File: src/rtl/core/ffba_pkg.sv
// Package for the first-fit block allocator: field widths, operation and
// status codes, and the command and status words between controller and datapath.
// No dependencies.
package ffba_pkg;

  localparam int CELLS_DEFAULT       = 128;
  localparam int HANDLE_BITS_DEFAULT = 16;

  localparam int OP_W      = 2;
  localparam int AMOUNT_W  = 16;
  localparam int STATUS_W  = 2;
  localparam int HANDLE_W  = 16;
  localparam int POOL_W    = 8;
  localparam int PADDR_W   = 3;
  localparam int PDATA_W   = 32;

  localparam logic [POOL_W-1:0] POOL_RESET    = 8'd128;
  localparam logic              REG_POOL_SIZE = 1'b0;

  localparam logic [OP_W-1:0] OP_ALLOC  = 2'd0;
  localparam logic [OP_W-1:0] OP_ERASE  = 2'd1;
  localparam logic [OP_W-1:0] OP_DEFRAG = 2'd2;

  typedef enum logic [STATUS_W-1:0] {
    ST_OK      = 2'd0,
    ST_FAIL    = 2'd1,
    ST_ILLEGAL = 2'd2
  } status_e;

  typedef struct packed {
    logic    latch;
    logic    start;
    logic    clr_step;
    logic    eval;
    logic    advance;
    logic    take;
    logic    fill_step;
    logic    tail_load;
    logic    tail_step;
    logic    load_res;
    status_e res_status;
  } ffba_cmd_t;

  typedef struct packed {
    logic op_alloc;
    logic op_erase;
    logic lim_hit;
    logic pool_empty;
    logic amt_zero;
    logic rd_free;
    logic run_met;
    logic ptr_last;
    logic clr_last;
    logic cnt_last;
    logic dst_full;
    logic hit_next;
    logic out_free;
  } ffba_sts_t;

endpackage

File: src/rtl/core/ffba_ctrl.sv
// Controller of the first-fit block allocator: sequences the clearing pass,
// cell scans, fills, tail clears and result hand-off. Depends on ffba_pkg.
module ffba_ctrl (
  input  logic                 clk_i,
  input  logic                 rst_ni,
  input  logic                 in_valid_i,
  output logic                 in_ready_o,
  input  ffba_pkg::ffba_sts_t  sts_i,
  output ffba_pkg::ffba_cmd_t  cmd_o
);
  import ffba_pkg::*;

  localparam logic [2:0] S_CLEAR = 3'd0;
  localparam logic [2:0] S_IDLE  = 3'd1;
  localparam logic [2:0] S_START = 3'd2;
  localparam logic [2:0] S_RD    = 3'd3;
  localparam logic [2:0] S_EV    = 3'd4;
  localparam logic [2:0] S_FILL  = 3'd5;
  localparam logic [2:0] S_TAIL  = 3'd6;
  localparam logic [2:0] S_RES   = 3'd7;

  logic [2:0] state_q, state_d;
  status_e    res_q, res_d;

  always_ff @(posedge clk_i or negedge rst_ni) begin
    if (!rst_ni) begin
      state_q <= S_CLEAR;
      res_q   <= ST_OK;
    end else begin
      state_q <= state_d;
      res_q   <= res_d;
    end
  end

  assign in_ready_o = (state_q == S_IDLE);

  always_comb begin
    state_d        = state_q;
    res_d          = res_q;
    cmd_o          = '0;
    cmd_o.res_status = res_q;
    unique case (state_q)
      S_CLEAR: begin
        cmd_o.clr_step = 1'b1;
        if (sts_i.clr_last) state_d = S_IDLE;
      end
      S_IDLE: begin
        if (in_valid_i) begin
          cmd_o.latch = 1'b1;
          state_d     = S_START;
        end
      end
      S_START: begin
        cmd_o.start = 1'b1;
        priority if (sts_i.op_alloc) begin
          if (sts_i.lim_hit || sts_i.pool_empty) begin
            res_d   = ST_FAIL;
            state_d = S_RES;
          end else begin
            state_d = S_RD;
          end
        end else if (sts_i.op_erase) begin
          if (sts_i.amt_zero || sts_i.pool_empty) begin
            res_d   = ST_ILLEGAL;
            state_d = S_RES;
          end else begin
            state_d = S_RD;
          end
        end else begin
          state_d = sts_i.pool_empty ? S_IDLE : S_RD;
        end
      end
      S_RD: begin
        state_d = S_EV;
      end
      S_EV: begin
        cmd_o.eval = 1'b1;
        priority if (sts_i.op_alloc) begin
          if (sts_i.rd_free && sts_i.run_met) begin
            cmd_o.take = 1'b1;
            if (sts_i.amt_zero) begin
              res_d   = ST_OK;
              state_d = S_RES;
            end else begin
              state_d = S_FILL;
            end
          end else if (sts_i.ptr_last) begin
            res_d   = ST_FAIL;
            state_d = S_RES;
          end else begin
            cmd_o.advance = 1'b1;
            state_d       = S_RD;
          end
        end else if (sts_i.op_erase) begin
          if (sts_i.ptr_last) begin
            if (sts_i.hit_next) begin
              state_d = S_IDLE;
            end else begin
              res_d   = ST_ILLEGAL;
              state_d = S_RES;
            end
          end else begin
            cmd_o.advance = 1'b1;
            state_d       = S_RD;
          end
        end else begin
          if (sts_i.ptr_last) begin
            if (sts_i.dst_full) begin
              state_d = S_IDLE;
            end else begin
              cmd_o.tail_load = 1'b1;
              state_d         = S_TAIL;
            end
          end else begin
            cmd_o.advance = 1'b1;
            state_d       = S_RD;
          end
        end
      end
      S_FILL: begin
        cmd_o.fill_step = 1'b1;
        if (sts_i.cnt_last) begin
          res_d   = ST_OK;
          state_d = S_RES;
        end
      end
      S_TAIL: begin
        cmd_o.tail_step = 1'b1;
        if (sts_i.ptr_last) state_d = S_IDLE;
      end
      S_RES: begin
        if (sts_i.out_free) begin
          cmd_o.load_res = 1'b1;
          state_d        = S_IDLE;
        end
      end
      default: state_d = S_IDLE;
    endcase
  end

endmodule

File: src/rtl/core/ffba_dp.sv
// Datapath of the first-fit block allocator: cell memory, scan pointers,
// handle counter and output register. Depends on ffba_pkg.
module ffba_dp #(
  parameter int CELLS       = ffba_pkg::CELLS_DEFAULT,
  parameter int HANDLE_BITS = ffba_pkg::HANDLE_BITS_DEFAULT
) (
  input  logic                            clk_i,
  input  logic                            rst_ni,
  input  logic [ffba_pkg::POOL_W-1:0]     pool_size_i,
  input  logic [ffba_pkg::OP_W-1:0]       operation_i,
  input  logic [ffba_pkg::AMOUNT_W-1:0]   amount_i,
  input  ffba_pkg::ffba_cmd_t             cmd_i,
  output ffba_pkg::ffba_sts_t             sts_o,
  input  logic                            out_ready_i,
  output logic                            out_valid_o,
  output logic [ffba_pkg::STATUS_W-1:0]   status_o,
  output logic [ffba_pkg::HANDLE_W-1:0]   handle_o
);
  import ffba_pkg::*;

  localparam int AddrW = (CELLS > 1) ? $clog2(CELLS) : 1;
  localparam int CntW  = $clog2(CELLS + 1);
  localparam int CmpW  = (HANDLE_BITS > AMOUNT_W) ? HANDLE_BITS : AMOUNT_W;
  localparam int NW    = (CntW > POOL_W) ? CntW : POOL_W;

  logic [HANDLE_BITS-1:0] mem [CELLS];
  logic [HANDLE_BITS-1:0] rdata_q;

  logic [OP_W-1:0]        op_q;
  logic [AMOUNT_W-1:0]    amt_q;
  logic [CntW-1:0]        ptr_q, ptr_d;
  logic [CntW-1:0]        run_q, run_d;
  logic [CntW-1:0]        dst_q, dst_d;
  logic [CntW-1:0]        cnt_q, cnt_d;
  logic                   hit_q, hit_d;
  logic [HANDLE_BITS-1:0] last_q, last_d;
  logic                   out_valid_q;
  logic [STATUS_W-1:0]    status_q;
  logic [HANDLE_W-1:0]    handle_q;

  logic [NW-1:0]          pool_ext;
  logic [CntW-1:0]        n_cells, n_m1, run_inc, dst_next;
  logic [AMOUNT_W-1:0]    run_ext;
  logic [CmpW-1:0]        last_ext;
  logic                   op_alloc, op_erase, op_defrag;
  logic                   rd_free, rd_match;
  logic                   we;
  logic [CntW-1:0]        waddr;
  logic [HANDLE_BITS-1:0] wdata;

  assign pool_ext  = NW'(pool_size_i);
  assign n_cells   = (pool_ext > NW'(CELLS)) ? CntW'(CELLS) : pool_ext[CntW-1:0];
  assign n_m1      = n_cells - CntW'(1);
  assign op_alloc  = (op_q == OP_ALLOC);
  assign op_erase  = (op_q == OP_ERASE);
  assign op_defrag = !op_alloc && !op_erase;
  assign rd_free   = (rdata_q == '0);
  assign rd_match  = (CmpW'(rdata_q) == CmpW'(amt_q));
  assign run_inc   = run_q + CntW'(1);
  assign run_ext   = AMOUNT_W'(run_inc);
  assign dst_next  = dst_q + CntW'(!rd_free);
  assign last_ext  = CmpW'(last_q);

  always_comb begin
    we    = 1'b0;
    waddr = ptr_q;
    wdata = '0;
    priority if (cmd_i.clr_step || cmd_i.tail_step) begin
      we = 1'b1;
    end else if (cmd_i.fill_step) begin
      we    = 1'b1;
      wdata = last_q;
    end else if (cmd_i.eval && op_erase && rd_match) begin
      we = 1'b1;
    end else if (cmd_i.eval && op_defrag && !rd_free) begin
      we    = 1'b1;
      waddr = dst_q;
      wdata = rdata_q;
    end else begin
      we = 1'b0;
    end
  end

  always_ff @(posedge clk_i) begin
    if (we) mem[waddr[AddrW-1:0]] <= wdata;
    rdata_q <= mem[ptr_q[AddrW-1:0]];
  end

  always_ff @(posedge clk_i) begin
    if (cmd_i.latch) begin
      op_q  <= operation_i;
      amt_q <= amount_i;
    end
  end

  always_comb begin
    ptr_d  = ptr_q;
    run_d  = run_q;
    dst_d  = dst_q;
    cnt_d  = cnt_q;
    hit_d  = hit_q;
    last_d = last_q;
    if (cmd_i.start) begin
      ptr_d = '0;
      run_d = '0;
      dst_d = '0;
      hit_d = 1'b0;
    end
    if (cmd_i.eval) begin
      if (op_alloc) run_d = rd_free ? run_inc : '0;
      if (op_erase) hit_d = hit_q | rd_match;
      if (op_defrag) dst_d = dst_next;
    end
    if (cmd_i.advance || cmd_i.clr_step || cmd_i.tail_step) ptr_d = ptr_q + CntW'(1);
    if (cmd_i.take) begin
      ptr_d  = ptr_q - run_q;
      cnt_d  = amt_q[CntW-1:0];
      last_d = last_q + HANDLE_BITS'(1);
    end
    if (cmd_i.fill_step) begin
      ptr_d = ptr_q + CntW'(1);
      cnt_d = cnt_q - CntW'(1);
    end
    if (cmd_i.tail_load) ptr_d = dst_next;
  end

  always_ff @(posedge clk_i or negedge rst_ni) begin
    if (!rst_ni) begin
      ptr_q       <= '0;
      run_q       <= '0;
      dst_q       <= '0;
      cnt_q       <= '0;
      hit_q       <= 1'b0;
      last_q      <= '0;
      out_valid_q <= 1'b0;
    end else begin
      ptr_q  <= ptr_d;
      run_q  <= run_d;
      dst_q  <= dst_d;
      cnt_q  <= cnt_d;
      hit_q  <= hit_d;
      last_q <= last_d;
      if (cmd_i.load_res) begin
        out_valid_q <= 1'b1;
      end else if (out_ready_i) begin
        out_valid_q <= 1'b0;
      end
    end
  end

  always_ff @(posedge clk_i) begin
    if (cmd_i.load_res) begin
      status_q <= cmd_i.res_status;
      handle_q <= (cmd_i.res_status == ST_OK) ? last_ext[HANDLE_W-1:0] : '0;
    end
  end

  assign sts_o.op_alloc   = op_alloc;
  assign sts_o.op_erase   = op_erase;
  assign sts_o.lim_hit    = &last_q;
  assign sts_o.pool_empty = (n_cells == '0);
  assign sts_o.amt_zero   = (amt_q == '0);
  assign sts_o.rd_free    = rd_free;
  assign sts_o.run_met    = (run_ext >= amt_q);
  assign sts_o.ptr_last   = (ptr_q == n_m1);
  assign sts_o.clr_last   = (ptr_q == CntW'(CELLS - 1));
  assign sts_o.cnt_last   = (cnt_q == CntW'(1));
  assign sts_o.dst_full   = (dst_next == n_cells);
  assign sts_o.hit_next   = hit_q | rd_match;
  assign sts_o.out_free   = !out_valid_q || out_ready_i;

  assign out_valid_o = out_valid_q;
  assign status_o    = status_q;
  assign handle_o    = handle_q;

endmodule

File: src/rtl/core/first_fit_block_allocator.sv
// Top level of the first-fit block allocator: configuration port, controller
// and datapath. Depends on ffba_pkg, ffba_ctrl and ffba_dp.
//
// One command is worked at a time over a cell memory with one write port and
// one registered read port; each cell visited passes through a read state and
// an evaluate state. With n cells in use (pool_size, at most CELLS), allocate
// scans up to the cell that completes the first fitting run and then fills the
// run; erase and defragment scan all n cells, and defragment then clears the
// free tail behind the packed cells.
// A result waits in an output register while the next command is taken.
// After reset a clearing pass zeroes all CELLS cells of the memory and no
// command is taken until it ends; configuration writes are accepted throughout.
module first_fit_block_allocator #(
  parameter int CELLS       = ffba_pkg::CELLS_DEFAULT,
  parameter int HANDLE_BITS = ffba_pkg::HANDLE_BITS_DEFAULT
) (
  input  logic                           clk_i,
  input  logic                           rst_ni,
  input  logic                           psel,
  input  logic                           penable,
  input  logic                           pwrite,
  input  logic [ffba_pkg::PADDR_W-1:0]   paddr,
  input  logic [ffba_pkg::PDATA_W-1:0]   pwdata,
  output logic [ffba_pkg::PDATA_W-1:0]   prdata,
  output logic                           pready,
  input  logic                           in_valid_i,
  output logic                           in_ready_o,
  input  logic [ffba_pkg::OP_W-1:0]      operation_i,
  input  logic [ffba_pkg::AMOUNT_W-1:0]  amount_i,
  output logic                           out_valid_o,
  input  logic                           out_ready_i,
  output logic [ffba_pkg::STATUS_W-1:0]  status_o,
  output logic [ffba_pkg::HANDLE_W-1:0]  handle_o
);
  import ffba_pkg::*;

  logic [POOL_W-1:0] pool_size_q;
  logic              sel_pool;
  ffba_cmd_t         cmd;
  ffba_sts_t         sts;

  assign sel_pool = (paddr[PADDR_W-1:2] == REG_POOL_SIZE);
  assign pready   = 1'b1;
  assign prdata   = sel_pool ? PDATA_W'(pool_size_q) : '0;

  always_ff @(posedge clk_i or negedge rst_ni) begin
    if (!rst_ni) begin
      pool_size_q <= POOL_RESET;
    end else if (psel && penable && pwrite && sel_pool) begin
      pool_size_q <= pwdata[POOL_W-1:0];
    end
  end

  ffba_ctrl u_ctrl (
    .clk_i      (clk_i),
    .rst_ni     (rst_ni),
    .in_valid_i (in_valid_i),
    .in_ready_o (in_ready_o),
    .sts_i      (sts),
    .cmd_o      (cmd)
  );

  ffba_dp #(
    .CELLS       (CELLS),
    .HANDLE_BITS (HANDLE_BITS)
  ) u_dp (
    .clk_i       (clk_i),
    .rst_ni      (rst_ni),
    .pool_size_i (pool_size_q),
    .operation_i (operation_i),
    .amount_i    (amount_i),
    .cmd_i       (cmd),
    .sts_o       (sts),
    .out_ready_i (out_ready_i),
    .out_valid_o (out_valid_o),
    .status_o    (status_o),
    .handle_o    (handle_o)
  );

endmodule
File: config.mk
export PLATFORM = sky130hd
export DESIGN_NAME = first_fit_block_allocator
export DESIGN_NICKNAME = d
export VERILOG_FILES = /design/src/rtl/core/ffba_pkg.sv /design/src/rtl/core/ffba_ctrl.sv /design/src/rtl/core/ffba_dp.sv /design/src/rtl/core/first_fit_block_allocator.sv
export SDC_FILE = /design/constraint.sdc
export NUM_CORES = 2
export LEC_CHECK = 0
export BUFFER_PORTS_ARGS = -buffer_cell sky130_fd_sc_hd__buf_2
export CAP_MARGIN = 20
export CELL_PAD_IN_SITES_DETAIL_PLACEMENT = 0
export CELL_PAD_IN_SITES_GLOBAL_PLACEMENT = 1
export CORE_MARGIN = 4
export CORE_UTILIZATION = 40
export DETAILED_ROUTE_END_ITERATION = 12
export MAX_ROUTING_LAYER = met4
export PLACE_DENSITY = 0.72
export SLEW_MARGIN = 10
export SYNTH_ARGS = -nofsm -noshare
export SYNTH_HDL_FRONTEND = slang
export SYNTH_SLANG_ARGS = --single-unit
File: constraint.sdc
create_clock -name clk_i -period 9.4 [get_ports clk_i]
set_input_delay 0.94 -clock clk_i [delete_from_list [all_inputs] [get_ports clk_i]]
set_output_delay 0.94 -clock clk_i [all_outputs]
set_load 0.03 [all_outputs]
==> results.cfg <==
[global_routing]
first_global_vias = 43986
grt_pass1_wl_mm = 314
grt_max_degree = 110
grt_antenna_before_repair = 13
grt_overflow = 0
grt_usage = 0.197

[floorplanning]
die_area_um2 = 222000
row_count = 169
die_h_um = 471
ios = 113
start_util = 0.404
die_x_um = 471
core_um2 = 213000

[placement]
dpl_cell_area_um2 = 90300
portBuffers = 61
place_inst = 7378
dp_hpwl_mm = 124
place_congestion = 0.832

[sta]
fin_crit_sh = 0.578
max_freq_mhz = 184
slew_headroom = 0.219
setup_violations = 0
clock_skew_ps = 44.1
finalHoldViolCount = 0
rsz0062_at_grt = no
slew_viol_final = 0
setup_tns_ps = 0
worstMarginPinSlew_ps = 1170
period_minus_slack_ps = 5440

[synthesis]
synth_edf_count = 2084
ys_seq_area_frac = 0.750
synthesis.area_um2 = 85900
ys_warn_count = 0
syn_inst = 4563
ys_ff_latch = 2163
synth_ff_type = edfxtp_1
synth_cell_type_count = 80
syn_avg_cell_area_um2 = 18.8
synthArstFlopShare = 0.0291

[flow_run]
maxCapViolations = 0

[worst_setup_path]
rr_endpoint = u_dp.mem[42][8]
r2r_cells = 9
crit_slowest_cell = nor2_4
path_max_fanout = 31
r2r_slack_ps = 3960
worst_path_largest_cell_delay_ps = 910
critPathRequiredTime_ps = 9930
cp_cell_sequence = nor3b_1 -> nand2_1 -> nor2_4 -> mux2i_1 -> nor2b_1 -> nand2_1 -> buf_4 -> nor2_1 -> buf_4
endpoint_kind = flip-flop
crit_type = flip-flop to flip-flop
critPathArrivalTime_ps = 5970
critPathLaunchType = flip-flop
timing.rr.start = u_ctrl.state_q[2]

[clock_tree]
clk_pin_slew_ps = 60
insertion_delay_ps = 860
cts.sinks = 2163
postCtsHoldBufs = 0
cts_tree = yes
cts_buffers = 208
root_buffer = clkbuf_16
post_cts_buffers = 0
cts.htree.levels = 4
clockBufferDepth = 3
ctsResizeCount = 0

[pwr]
ir_drop_mv = 0.281
powerDensity_nw_per_um2 = 281
p_leak_nw = 34.5

[drt]
drt_first_pass_iters = 5
drc_errors = 0
vias_per_cell = 5.79
drt_first_iter_violations = 4879
vias = 45028
drt-total-wl_mm = 216
antenna_left = 0
wl_per_cell_um = 27.7

[finish]
syn_to_final_growth_pct = 13.3
fin_cells = 7773
final_area_um2 = 97300
fillers = 17720
drive_gt1_frac = 0.191
fin_nets = 4853

[outcome]
outcome = completed

[hold_path]
holdPathEnd = u_dp.op_q[1]
hold_path.class = input port to flip-flop
hold_start = operation_i[1]
hold_depth = 1
==> worst max path at each step <==
| stage | start | to | cells after the start |
|---|---|---|---|
| floorplan | u_ctrl.state_q[1] | u_dp.mem[0][11] | 8 |
| global placement | u_ctrl.state_q[2] | u_dp.mem[41][7] | 9 |
| detailed placement | u_ctrl.state_q[2] | u_dp.mem[42][7] | 9 |
| CTS | u_ctrl.state_q[2] | u_dp.mem[42][8] | 9 |
| global route | u_ctrl.state_q[2] | u_dp.mem[43][15] | 9 |
| finish | u_ctrl.state_q[2] | u_dp.mem[42][8] | 9 |
==> synth_stat cells, types with 5 or more instances <==
master,n,area (µm²)
buf_2,62,310
buf_4,27,203
a211o_1,6,52.6
and3_1,6,37.5
clkbuf_1,160,601
nand3_1,28,140
o22ai_1,118,738
xnor2_1,41,359
a22o_1,25,219
nand2b_1,13,81.3
o21a_1,6,45.0
dfrtp_1,62,1550
nor3_1,21,105
a211oi_1,65,488
mux4_2,321,7230
edfxtp_1,2084,62600
a21o_1,17,128
mux2i_1,439,4390
xor2_1,19,166
dfxtp_1,16,320
a21oi_1,129,646
ha_1,24,300
or3_1,6,37.5
buf_1,36,135
inv_1,28,105
o221ai_1,217,1900
nand2_1,189,709
nand3b_1,7,52.6
nand4_1,10,62.6
and2_1,20,125
o31ai_1,10,75.1
nor4_1,13,81.3
mux2_2,11,124
or2_2,5,31.3
o21ai_0,50,250
nor2b_1,19,119
nor2_1,176,661
==> placed cells by master, fill, tap and decap left out, types with 9 or more instances in the layout <==
cell	instances
edfxtp_1	2084
mux2i_1	439
mux4_2	321
o221ai_1	217
clkbuf_16	212
buf_4	189
nand2_1	188
nor2_1	174
a21oi_1	129
o22ai_1	118
a211oi_1	64
buf_2	61
dfrtp_1	56
clkinv_1	55
o21ai_0	47
clkinv_2	43
xnor2_1	41
clkbuf_1	30
nand3_1	28
inv_1	28
conb_1	25
bufinv_16	25
ha_1	24
nor3_1	21
and2_1	20
xor2_1	19
nor2b_1	19
a21o_1	17
a22o_4	16
dfxtp_1	16
nor4_1	13
nand2b_1	12
mux2_2	11
nand4_1	10
a22o_1	9
==> critical path: cells and delay by family, from the launching register on <==
family                 cells  cell delay, ps
flip-flops                 1             640
multiplexers               1             450
AND/OR/NAND/NOR            6            3330
buffers and inverters      2             670
==> layout make-up <==
class	instances	area, µm²	area share
antenna	5	12.5	0.000129
clock buffer	243	5430	0.0558
clock inverter	146	1530	0.0157
inverter	29	111	0.00114
multi-input combinational	2108	20300	0.209
sequential	2163	64500	0.663
tap	2821	3530	0.0363
timing repair buffer	258	1890	0.0194
==> state kept, by name, indices dropped and copies added (netlist names), 3 cells and up <==
name / count
u_dp.handle_o: 16
u_dp.amt_q: 16
u_dp.last_ext: 16
u_dp.mem: 2048
u_dp.ptr_q: 8
pool_size_q: 8
u_dp.rdata_q: 16
u_dp.run_q: 8
u_dp.dst_q: 8
u_ctrl.state_q: 3
u_dp.cnt_q: 8
==> report_power, final <==
group          switching (mW)  leakage, nW  total [mW]  internal, mW
combinational            4.90         8.61        7.74          2.85
clock                    3.62         3.40        8.45          4.84
sequential              0.436         22.5        11.2          10.8
total                    8.95         34.5        27.4          18.5
==> routing by layer <==
layer | vias to the layer above | part of all wire | global-route usage | wire length, µm
met2 | 1809 | 0.47 | 0.303 | 102000
met4 | 0 | 0.022 | 0.0496 | 4800
met5 | - | 0 | - | 0
met1 | 23768 | 0.43 | 0.278 | 92600
met3 | 258 | 0.075 | 0.0315 | 16200
li1 | 19193 | - | - | -
==> per-stage QoR <==
| stage | hold WS, ps | total power, mW | util | worst slack, ps |
|---|---|---|---|---|
| after CTS | 206 | 27.6 | 0.457 | 4020 |
| after detailed placement | 458 | 19.1 | 0.424 | 4080 |
| after global routing | 231 | 28.4 | 0.457 | 3650 |
| final | 278 | 27.4 | 0.457 | 3960 |
| after floorplan | 442 | 16.2 | - | 4900 |
| after global placement | 452 | 19.1 | 0.424 | 4130 |
==> kinds of logic (layout without fill, tap and decap cells) <==
logic type               count (synthesis)  count (layout)  share of synthesized area
XOR/XNOR                                62              62                    0.00664
adder cells (fa/ha/maj)                 25              25                    0.00373
other                                    2              30                  0.0000874
multiplexers                           772             772                      0.137
AO/OA/AOI/OAI                          686             686                     0.0576
flip-flops                            2163            2163                      0.750
buffers and inverters                  315             676                     0.0159
AND/OR/NAND/NOR                        538             538                     0.0287
No activity file was read; power rests on OpenSTA's default activity.
